## src/sv/e2q_pkg.sv

```systemverilog
`default_nettype none
package e2q_pkg;

  // Field widths
  localparam int ANGLE_BITS = 16;
  localparam int OUT_BITS   = 16;

  // Angle in 32-bit turn units, and the rotator datapath
  localparam int TURN_W     = 32;
  localparam int ROT_STEPS  = 30;
  localparam int CORDIC_W   = 34;
  localparam logic signed [CORDIC_W-1:0] CORDIC_K = 34'sd652032874;

  // Cosine/sine in Q2.15, range -32768..+32768
  localparam int CS_W       = 17;

  // Depth of the queue between front and back
  localparam int FIFO_DEPTH = 4;

  typedef struct packed {
    logic signed [ANGLE_BITS-1:0] roll_angle;
    logic signed [ANGLE_BITS-1:0] pitch_angle;
    logic signed [ANGLE_BITS-1:0] yaw_angle;
  } angle_in_t;

  typedef struct packed {
    logic signed [OUT_BITS-1:0] quat_x;
    logic signed [OUT_BITS-1:0] quat_y;
    logic signed [OUT_BITS-1:0] quat_z;
    logic signed [OUT_BITS-1:0] quat_w;
  } quat_out_t;

  // Half angles queued for the back end
  typedef struct packed {
    logic signed [TURN_W-1:0] roll_half;
    logic signed [TURN_W-1:0] pitch_half;
    logic signed [TURN_W-1:0] yaw_half;
  } half_set_t;

  // atan(2^-i), 2^32 per full turn
  function automatic logic signed [CORDIC_W-1:0] atan_step(input int unsigned idx);
    logic signed [CORDIC_W-1:0] v;
    case (idx)
      0:  v = 34'sd536870912;
      1:  v = 34'sd316933406;
      2:  v = 34'sd167458907;
      3:  v = 34'sd85004756;
      4:  v = 34'sd42667331;
      5:  v = 34'sd21354465;
      6:  v = 34'sd10679838;
      7:  v = 34'sd5340245;
      8:  v = 34'sd2670163;
      9:  v = 34'sd1335087;
      10: v = 34'sd667544;
      11: v = 34'sd333772;
      12: v = 34'sd166886;
      13: v = 34'sd83443;
      14: v = 34'sd41722;
      15: v = 34'sd20861;
      16: v = 34'sd10430;
      17: v = 34'sd5215;
      18: v = 34'sd2608;
      19: v = 34'sd1304;
      20: v = 34'sd652;
      21: v = 34'sd326;
      22: v = 34'sd163;
      23: v = 34'sd81;
      24: v = 34'sd41;
      25: v = 34'sd20;
      26: v = 34'sd10;
      27: v = 34'sd5;
      28: v = 34'sd3;
      29: v = 34'sd1;
      default: v = '0;
    endcase
    return v;
  endfunction

endpackage
`default_nettype wire

```

## src/sv/e2q_fifo.sv

```systemverilog
`default_nettype none
module e2q_fifo #(
  parameter int DEPTH = e2q_pkg::FIFO_DEPTH
) (
  input  wire logic               clk,
  input  wire logic               rst_n,
  input  wire logic               push,
  input  wire e2q_pkg::half_set_t wr_data,
  output logic                    full,
  input  wire logic               pop,
  output logic                    rd_valid,
  output e2q_pkg::half_set_t      rd_data
);

  localparam int PW = (DEPTH > 1) ? $clog2(DEPTH) : 1;
  localparam int CW = $clog2(DEPTH + 1);

  e2q_pkg::half_set_t mem_r [DEPTH];
  logic [PW-1:0] wr_ptr_r, wr_ptr_nxt;
  logic [PW-1:0] rd_ptr_r, rd_ptr_nxt;
  logic [CW-1:0] count_r, count_nxt;

  assign full     = (count_r == CW'(DEPTH));
  assign rd_valid = (count_r != '0);
  assign rd_data  = mem_r[rd_ptr_r];

  // Pointer wrap and fill count
  always_comb begin
    wr_ptr_nxt = wr_ptr_r;
    rd_ptr_nxt = rd_ptr_r;
    count_nxt  = count_r;
    if (push) begin
      wr_ptr_nxt = (wr_ptr_r == PW'(DEPTH - 1)) ? '0 : wr_ptr_r + PW'(1);
    end
    if (pop) begin
      rd_ptr_nxt = (rd_ptr_r == PW'(DEPTH - 1)) ? '0 : rd_ptr_r + PW'(1);
    end
    if (push && !pop) begin
      count_nxt = count_r + CW'(1);
    end else if (pop && !push) begin
      count_nxt = count_r - CW'(1);
    end
  end

  always_ff @(posedge clk) begin
    if (!rst_n) begin
      wr_ptr_r <= '0;
      rd_ptr_r <= '0;
      count_r  <= '0;
    end else begin
      wr_ptr_r <= wr_ptr_nxt;
      rd_ptr_r <= rd_ptr_nxt;
      count_r  <= count_nxt;
    end
  end

  // Storage
  always_ff @(posedge clk) begin
    if (push) begin
      mem_r[wr_ptr_r] <= wr_data;
    end
  end

endmodule
`default_nettype wire

```

## config.mk

```make
export PLATFORM = sky130hd
export DESIGN_NAME = e2q_fifo
export DESIGN_NICKNAME = d
export VERILOG_FILES = /design/src/sv/e2q_pkg.sv /design/src/sv/e2q_fifo.sv
export SDC_FILE = /design/constraint.sdc
export NUM_CORES = 1
export LEC_CHECK = 0
export BUFFER_PORTS_ARGS = -buffer_cell sky130_fd_sc_hd__buf_2
export CORE_ASPECT_RATIO = 1.5
export CORE_MARGIN = 4
export CORE_UTILIZATION = 50
export CTS_CLUSTER_DIAMETER = 30
export DETAILED_ROUTE_END_ITERATION = 12
export GPL_ROUTABILITY_DRIVEN = 0
export PLACE_DENSITY_LB_ADDON = 0.3
export RECOVER_POWER = 100
export SLEW_MARGIN = 10
export SYNTH_ARGS = -nofsm -noshare
export SYNTH_HDL_FRONTEND = slang
export SYNTH_SLANG_ARGS = --single-unit
```

## constraint.sdc

```tcl
create_clock -name clk -period 3.5 [get_ports clk]
set_input_delay 0.7 -clock clk [delete_from_list [all_inputs] [get_ports clk]]
set_output_delay 0.7 -clock clk [all_outputs]
set_load 0.02 [all_outputs]
```

==> results.sh, run 1 <==
export IMPL_status="finished with violations"
export IMPL_violations="max-capacitance violations, max-slew violations"
export IMPL_hold_start="wr_data[25]"
export IMPL_first_pass_iters=4
export IMPL_vias=6412
export IMPL_dp_hpwl_um=16700
export IMPL_slew_headroom_pct=-15.6
export IMPL_drt_iter0_markers=311
export IMPL_rsz0062_at_grt="false"
export IMPL_grt_usage_pct=17.6
export IMPL_netlist_area_sq_um=14300
export IMPL_grt_pass1_wl_um=41900
export IMPL_grt_pass1_vias=7165
export IMPL_powerDensity_nw_per_um2=637
export IMPL_ioPinCount=198
export IMPL_synthCells=546
export IMPL_drv_slew=116
export IMPL_finalSetupViolCount=0
export IMPL_antenna_found_initial=3
export IMPL_timing_final_crit_share_pct=89.4
export IMPL_reg2reg_to="mem_r[1][73]$_DFFE_PP_"
export IMPL_wirelength_um=27300
export IMPL_core_area_sq_um=28100
export IMPL_grt_remaining_overflow=0
export IMPL_p_leak_nw=5.27
export IMPL_start_util_pct=51.0
export IMPL_syn_num_nets=653
export IMPL_ys_warn_count=0
export IMPL_critical_path_arrival_ps=2430
export IMPL_die_x_um=146
export IMPL_cp_end_kind="primary output"
export IMPL_postCtsSetupRepairBufs=0
export IMPL_htreeDepth=2
export IMPL_cp_required_ps=2800
export IMPL_cp_start_kind="flip-flop"
export IMPL_ctsResizeCount=0
export IMPL_antennaDiodeCount=0
export IMPL_cts_sinks=393
export IMPL_ys_ff_latch=393
export IMPL_final_core_util_pct=60.2
export IMPL_skew_ps=10.4
export IMPL_cts_tree="yes"
export IMPL_yosysUniqueCellTypes=22
export IMPL_layout_nets=887
export IMPL_r2r_cells=3
export IMPL_die_h_um=215
export IMPL_cts_made_buffers=45
export IMPL_final_antenna_net_count=0
export IMPL_holdPathStages=1
export IMPL_rows=75
export IMPL_ctsLongestPathBuffers=3
export IMPL_ir_drop_v=0.000470
export IMPL_worstMarginPinSlew_ps=1730
export IMPL_path_class="reg2out"
export IMPL_critPathBufInv=2
export IMPL_critPathMaxStageDelay_ps=610
export IMPL_whs_endpoint="mem_r[2][25]$_DFFE_PP_"
export IMPL_die_area_sq_um=31400
export IMPL_hold_class="in2reg"
export IMPL_yosysSeqAreaShare_pct=81.9
export IMPL_routedWlPerCell_um=23.5
export IMPL_hold_viol=0
export IMPL_vias_per_cell=5.53
export IMPL_path_clk_slew_ps=60
export IMPL_io_buffers=197
export IMPL_drc=0
export IMPL_timing_reg2reg_setup_slack_ps=430
export IMPL_cts_root_buf="clkbuf_16"
export IMPL_cp_slowest_cell="mux4_2"
export IMPL_clkLatencyLatePin_ps=520
export IMPL_max_cap_viol_count=4
export IMPL_timing_rr_start="wr_ptr_r[0]$_SDFFE_PN0P_"
export IMPL_period_needed_ps=3130
export IMPL_path_cells="buf_6, mux4_2, clkbuf_1"
export IMPL_area_delta_synth_final_pct=18.0
export IMPL_fin_setup_tns_ps=0
export IMPL_layout_drive_gt1_share_pct=23.1
export IMPL_grt_max_degree=58
export IMPL_cp_max_fo=34
export IMPL_cts_hold_buf=0
export IMPL_fmax_mhz=320
export IMPL_avgSynthCellArea_sq_um=26.2
export IMPL_path_delay_family="buffers and inverters"
## worst max path at each step
stage / startpoint / endpoint / slack (ps) / cells after the start
6_report: flip-flop / rd_data[58] / 370 / 3
5_1_grt: wr_ptr_r[0]$_SDFFE_PN0P_ / mem_r[1][74]$_DFFE_PP_ / 190 / 3
3_5_place_dp: flip-flop / rd_data[43] / 970 / 3
3_3_place_gp: flip-flop / rd_data[66] / 1000 / 3
4_1_cts: flip-flop / rd_data[43] / 410 / 3
2_1_floorplan: push / mem_r[0][0]$_DFFE_PP_ / 120 / 1
## layout by cell type, fill, tap and decap left out
| master | instances |
|---|---|
| clkbuf_8 | 2 |
| a21boi_0 | 1 |
| o21a_1 | 1 |
| buf_4 | 1 |
| edfxtp_1 | 384 |
| clkbuf_4 | 2 |
| clkinv_2 | 10 |
| o21ai_0 | 1 |
| clkbuf_16 | 45 |
| clkinv_4 | 4 |
| mux2i_1 | 4 |
| and2_1 | 4 |
| buf_12 | 3 |
| and2_4 | 1 |
| nor2_1 | 1 |
| bufinv_16 | 3 |
| or3_1 | 2 |
| clkinvlp_4 | 6 |
| nor2b_1 | 5 |
| dfxtp_1 | 7 |
| buf_2 | 6 |
| dfxtp_4 | 2 |
| inv_1 | 4 |
| inv_6 | 2 |
| mux4_2 | 96 |
| nor3_1 | 1 |
| xor2_1 | 1 |
| nor3b_1 | 1 |
| buf_6 | 1 |
| fa_1 | 1 |
| clkbuf_2 | 4 |
| xnor2_1 | 1 |
| clkbuf_1 | 195 |
| ha_1 | 6 |
| clkinv_1 | 5 |
## where the power goes
part,internal [mW],switching [mW]
registers,5.40,0.0605
logic,0.331,0.594
clock network,2.63,1.74
## Yosys cell counts, drive strengths merged
cell | number | share of area (%)
a21boi | 1 | 0.053
edfxtp | 384 | 81
nor3 | 1 | 0.035
mux2i | 4 | 0.28
buf | 17 | 0.92
and2 | 5 | 0.22
inv | 4 | 0.10
o21ai | 1 | 0.035
nor3b | 1 | 0.053
fa | 1 | 0.14
ha | 6 | 0.52
dfxtp | 9 | 1.3
xor2 | 1 | 0.061
xnor2 | 1 | 0.061
nor2b | 5 | 0.22
o21a | 1 | 0.053
clkbuf | 5 | 0.13
nor2 | 1 | 0.026
mux4 | 96 | 15
or3 | 2 | 0.087
## final cells by class
cell class,instances,area (sq um)
inverters,4,15.0
clock buffers,50,1160
repair buffers,209,865
fillers,2013,11200
clock inverters,30,256
well taps,346,433
flip-flops and latches,393,11700
multi-input cells,127,2430
## per-layer routing
metal / up-vias / track usage [%] / part of all wire (%)
met3: 56 / 4.59 / 6.4
met1: 3329 / 19.4 / 34
li1: 2820 / - / -
met2: 201 / 33.0 / 57
met5: - / 0 / 0.13
met4: 6 / 5.52 / 2.3
## metrics by stage
stage               cells  area, sq um  setup slack, ps  total power, mW  hold slack [ps]
floorplan             546        14300              115             6.17              467
global placement     1079        15800              996             6.52              480
CTS                  1159        17200              413             10.9              360
global route         1159        16900              191             11.2              422
detailed placement   1079        15800              972             6.56              535
finish               1159        16900              371             10.8              427
## registers in the layout, summed over array words and instances (netlist names), named ones only
| register | flops |
|---|---|
| wr_ptr_r | 2 |
| count_r | 3 |
| rd_ptr_r | 2 |
| mem_r | 384 |
## logic make-up after synthesis
kind of cell / share of synthesized area (%)
flops: 81.9
mux: 15.4
xor+xnor: 0.122
simple gates: 0.639
compound gates: 0.140
fa+ha+maj: 0.665
buf+inv: 1.15
(Power assumes the default switching activity.)
==> run 2, diff against run 1 <==
--- a/config.mk
+++ b/config.mk
@@ -6,9 +6,11 @@
 export NUM_CORES = 1
 export LEC_CHECK = 0
 export BUFFER_PORTS_ARGS = -buffer_cell sky130_fd_sc_hd__buf_2
+export CELL_PAD_IN_SITES_DETAIL_PLACEMENT = 1
+export CELL_PAD_IN_SITES_GLOBAL_PLACEMENT = 1
 export CORE_ASPECT_RATIO = 1.5
 export CORE_MARGIN = 4
-export CORE_UTILIZATION = 50
+export CORE_UTILIZATION = 45
 export CTS_CLUSTER_DIAMETER = 30
 export DETAILED_ROUTE_END_ITERATION = 12
 export GPL_ROUTABILITY_DRIVEN = 0
==> run 2 against run 1 <==
Effect of this change:
- the flow still finishes with violations (max-capacitance violations, max-slew violations)
- register-to-register slack improved by 360 ps
- maximum frequency fell by 0.78%
- sequential share of layout area fell by 2.5 points
- die area rose by 11%
- cell area rose by 3.8%
- via count rose by 3.2%
- sequential power barely moved
- global-route usage rose by 0.093 points
- routed wire length rose by 12%
- setup slack got worse by 25 ps
- critical endpoint is now rd_data[85]
==> results.sh, run 2 (synthesized netlist as in run 1, its figures left out) <==
export IMPL_drt_iter0_markers=394
export IMPL_cts_tree="yes"
export IMPL_wl_met1_um=10800
export IMPL_cts_sinks=393
export IMPL_antenna_found_initial=5
export IMPL_cts_hold_buf=0
export IMPL_power_frac_comb_pct=7.6
export IMPL_layout_drive_gt1_share_pct=26.3
export IMPL_fin_setup_tns_ps=0
export IMPL_place_inst=1139
export IMPL_swShare_pct=22.3
export IMPL_largest_reg_flops=384
export IMPL_wl_met2_um=16900
export IMPL_routedWlPerCell_um=24.7
export IMPL_top_layer="met5"
export IMPL_grt_pass1_vias=7581
export IMPL_final_core_util_pct=56.1
export IMPL_hold_class="in2reg"
export IMPL_cts_root_buf="clkbuf_16"
export IMPL_powerDensity_nw_per_um2=697
export IMPL_top_regs="mem_r (384), count_r (3)"
export IMPL_clkLatencyLatePin_ps=560
export IMPL_cp_start_kind="flip-flop"
export IMPL_wirelength_um=30600
export IMPL_grt_remaining_overflow=0
export IMPL_ir_drop_v=0.000511
export IMPL_ctsLongestPathBuffers=3
export IMPL_pwr_share_clk_pct=47.5
export IMPL_path_class="reg2out"
export IMPL_design_area_sq_um=17500
export IMPL_pwr_share_seq_pct=44.9
export IMPL_place_area_sq_um=15900
export IMPL_pre_cts_ws_ps=998
export IMPL_hold_viol=0
export IMPL_vias=6620
export IMPL_vias_per_cell=5.34
export IMPL_final_antenna_net_count=0
export IMPL_ioPinCount=198
export IMPL_ctsResizeCount=0
export IMPL_grt_usage_pct=17.7
export IMPL_die_area_sq_um=34800
export IMPL_htreeDepth=2
export IMPL_layout_commonest_cell="edfxtp_1"
export IMPL_cp_end_kind="primary output"
export IMPL_rsz0062_at_grt="false"
export IMPL_die_x_um=154
export IMPL_core_area_sq_um=31200
export IMPL_fmax_mhz=317
export IMPL_path_clk_slew_ps=50
export IMPL_stdcell_count=1240
export IMPL_skew_ps=15.0
export IMPL_num_fill_cells=2795
export IMPL_layout_nets=897
export IMPL_rows=79
export IMPL_drv_slew=196
export IMPL_die_h_um=226
export IMPL_fin_ws_ps=347
export IMPL_start_util_pct=45.8
export IMPL_dp_hpwl_um=19400
export IMPL_p_leak_nw=5.54
export IMPL_max_cap_viol_count=6
export IMPL_cp_max_fo=28
export IMPL_netSwitchingPower_mw=2.72
export IMPL_regMostFlops="mem_r"
export IMPL_power_internal_mw=9.49
export IMPL_grt_pass1_wl_um=46300
export IMPL_status="finished with violations"
export IMPL_critical_path_arrival_ps=2450
export IMPL_worstMarginPinSlew_ps=1660
export IMPL_grt_max_degree=49
export IMPL_first_pass_iters=4
export IMPL_routed_wl_met3_um=2050
export IMPL_violations="max-capacitance violations, max-slew violations"
export IMPL_cts_made_buffers=54
export IMPL_timing_final_crit_share_pct=90.1
export IMPL_mostFrequentLayoutCells="384 x edfxtp_1, 189 x clkbuf_1, 96 x mux4_2"
export IMPL_cp_required_ps=2800
export IMPL_slew_headroom_pct=-11.0
export IMPL_drc=0
export IMPL_period_needed_ps=3150
export IMPL_total_power_mw=12.2
export IMPL_io_buffers=197
export IMPL_postCtsSetupRepairBufs=0
export IMPL_whs_ps=396
export IMPL_finalSetupViolCount=0
export IMPL_area_delta_synth_final_pct=22.5
-- run 2: cell count changes in the layout (fill, tap and decap cells not counted), moves of 3 or more --
cell,delta
and2_1,-3
and2_4,+3
buf_2,+7
bufinv_16,+9
clkbuf_1,-6
clkbuf_16,+9
clkinv_2,-3
inv_6,+6
-- run 2: area by class of cell --
| cell class | instances | area (sq um) | share of cell area (%) |
|---|---|---|---|
| flip-flops and latches | 393 | 11700 | 66.9 |
| inverters | 4 | 15.0 | 0.0857 |
| well taps | 405 | 507 | 2.89 |
| diodes | 1 | 2.50 | 0.0143 |
| multi-input cells | 127 | 2440 | 13.9 |
| clock buffers | 55 | 1360 | 7.74 |
| repair buffers | 210 | 870 | 4.96 |
| clock inverters | 45 | 614 | 3.51 |
-- run 2: critical path: stages (launching register included) --
cell and delay [ps]:
dfxtp_4 650, buf_6 430, mux4_2 560, clkbuf_1 200
-- run 2: power groups by stage --
| stage | sequential [mW] | combinational, mW | clock (mW) |
|---|---|---|---|
| global route | 5.50 | 1.01 | 6.16 |
| finish | 5.48 | 0.931 | 5.80 |
| detailed placement | 5.57 | 1.02 | 0 |
| CTS | 5.48 | 1.03 | 5.93 |
| floorplan | 5.54 | 0.633 | 0 |
| global placement | 5.55 | 0.988 | 0 |
-- run 2: worst paths after layout --
check / start / endpoint / slack, ps / depth (start not counted)
worst max-delay path: flip-flop / rd_data[85] / 350 / 3
worst min-delay path: wr_data[1] / mem_r[2][1]$_DFFE_PP_ / 400 / 1
worst max register to register: wr_ptr_r[0]$_SDFFE_PN0P_ / mem_r[0][29]$_DFFE_PP_ / 790 / 4
worst min register to register: rd_ptr_r[1]$_SDFFE_PN0P_ / flip-flop / 550 / 2
-- run 2: metal layers --
metal,global-route usage [%],vias to the layer above
met5,0,-
met4,5.30,8
met3,5.56,57
met2,32.2,200
met1,19.9,3498
li1,-,2857
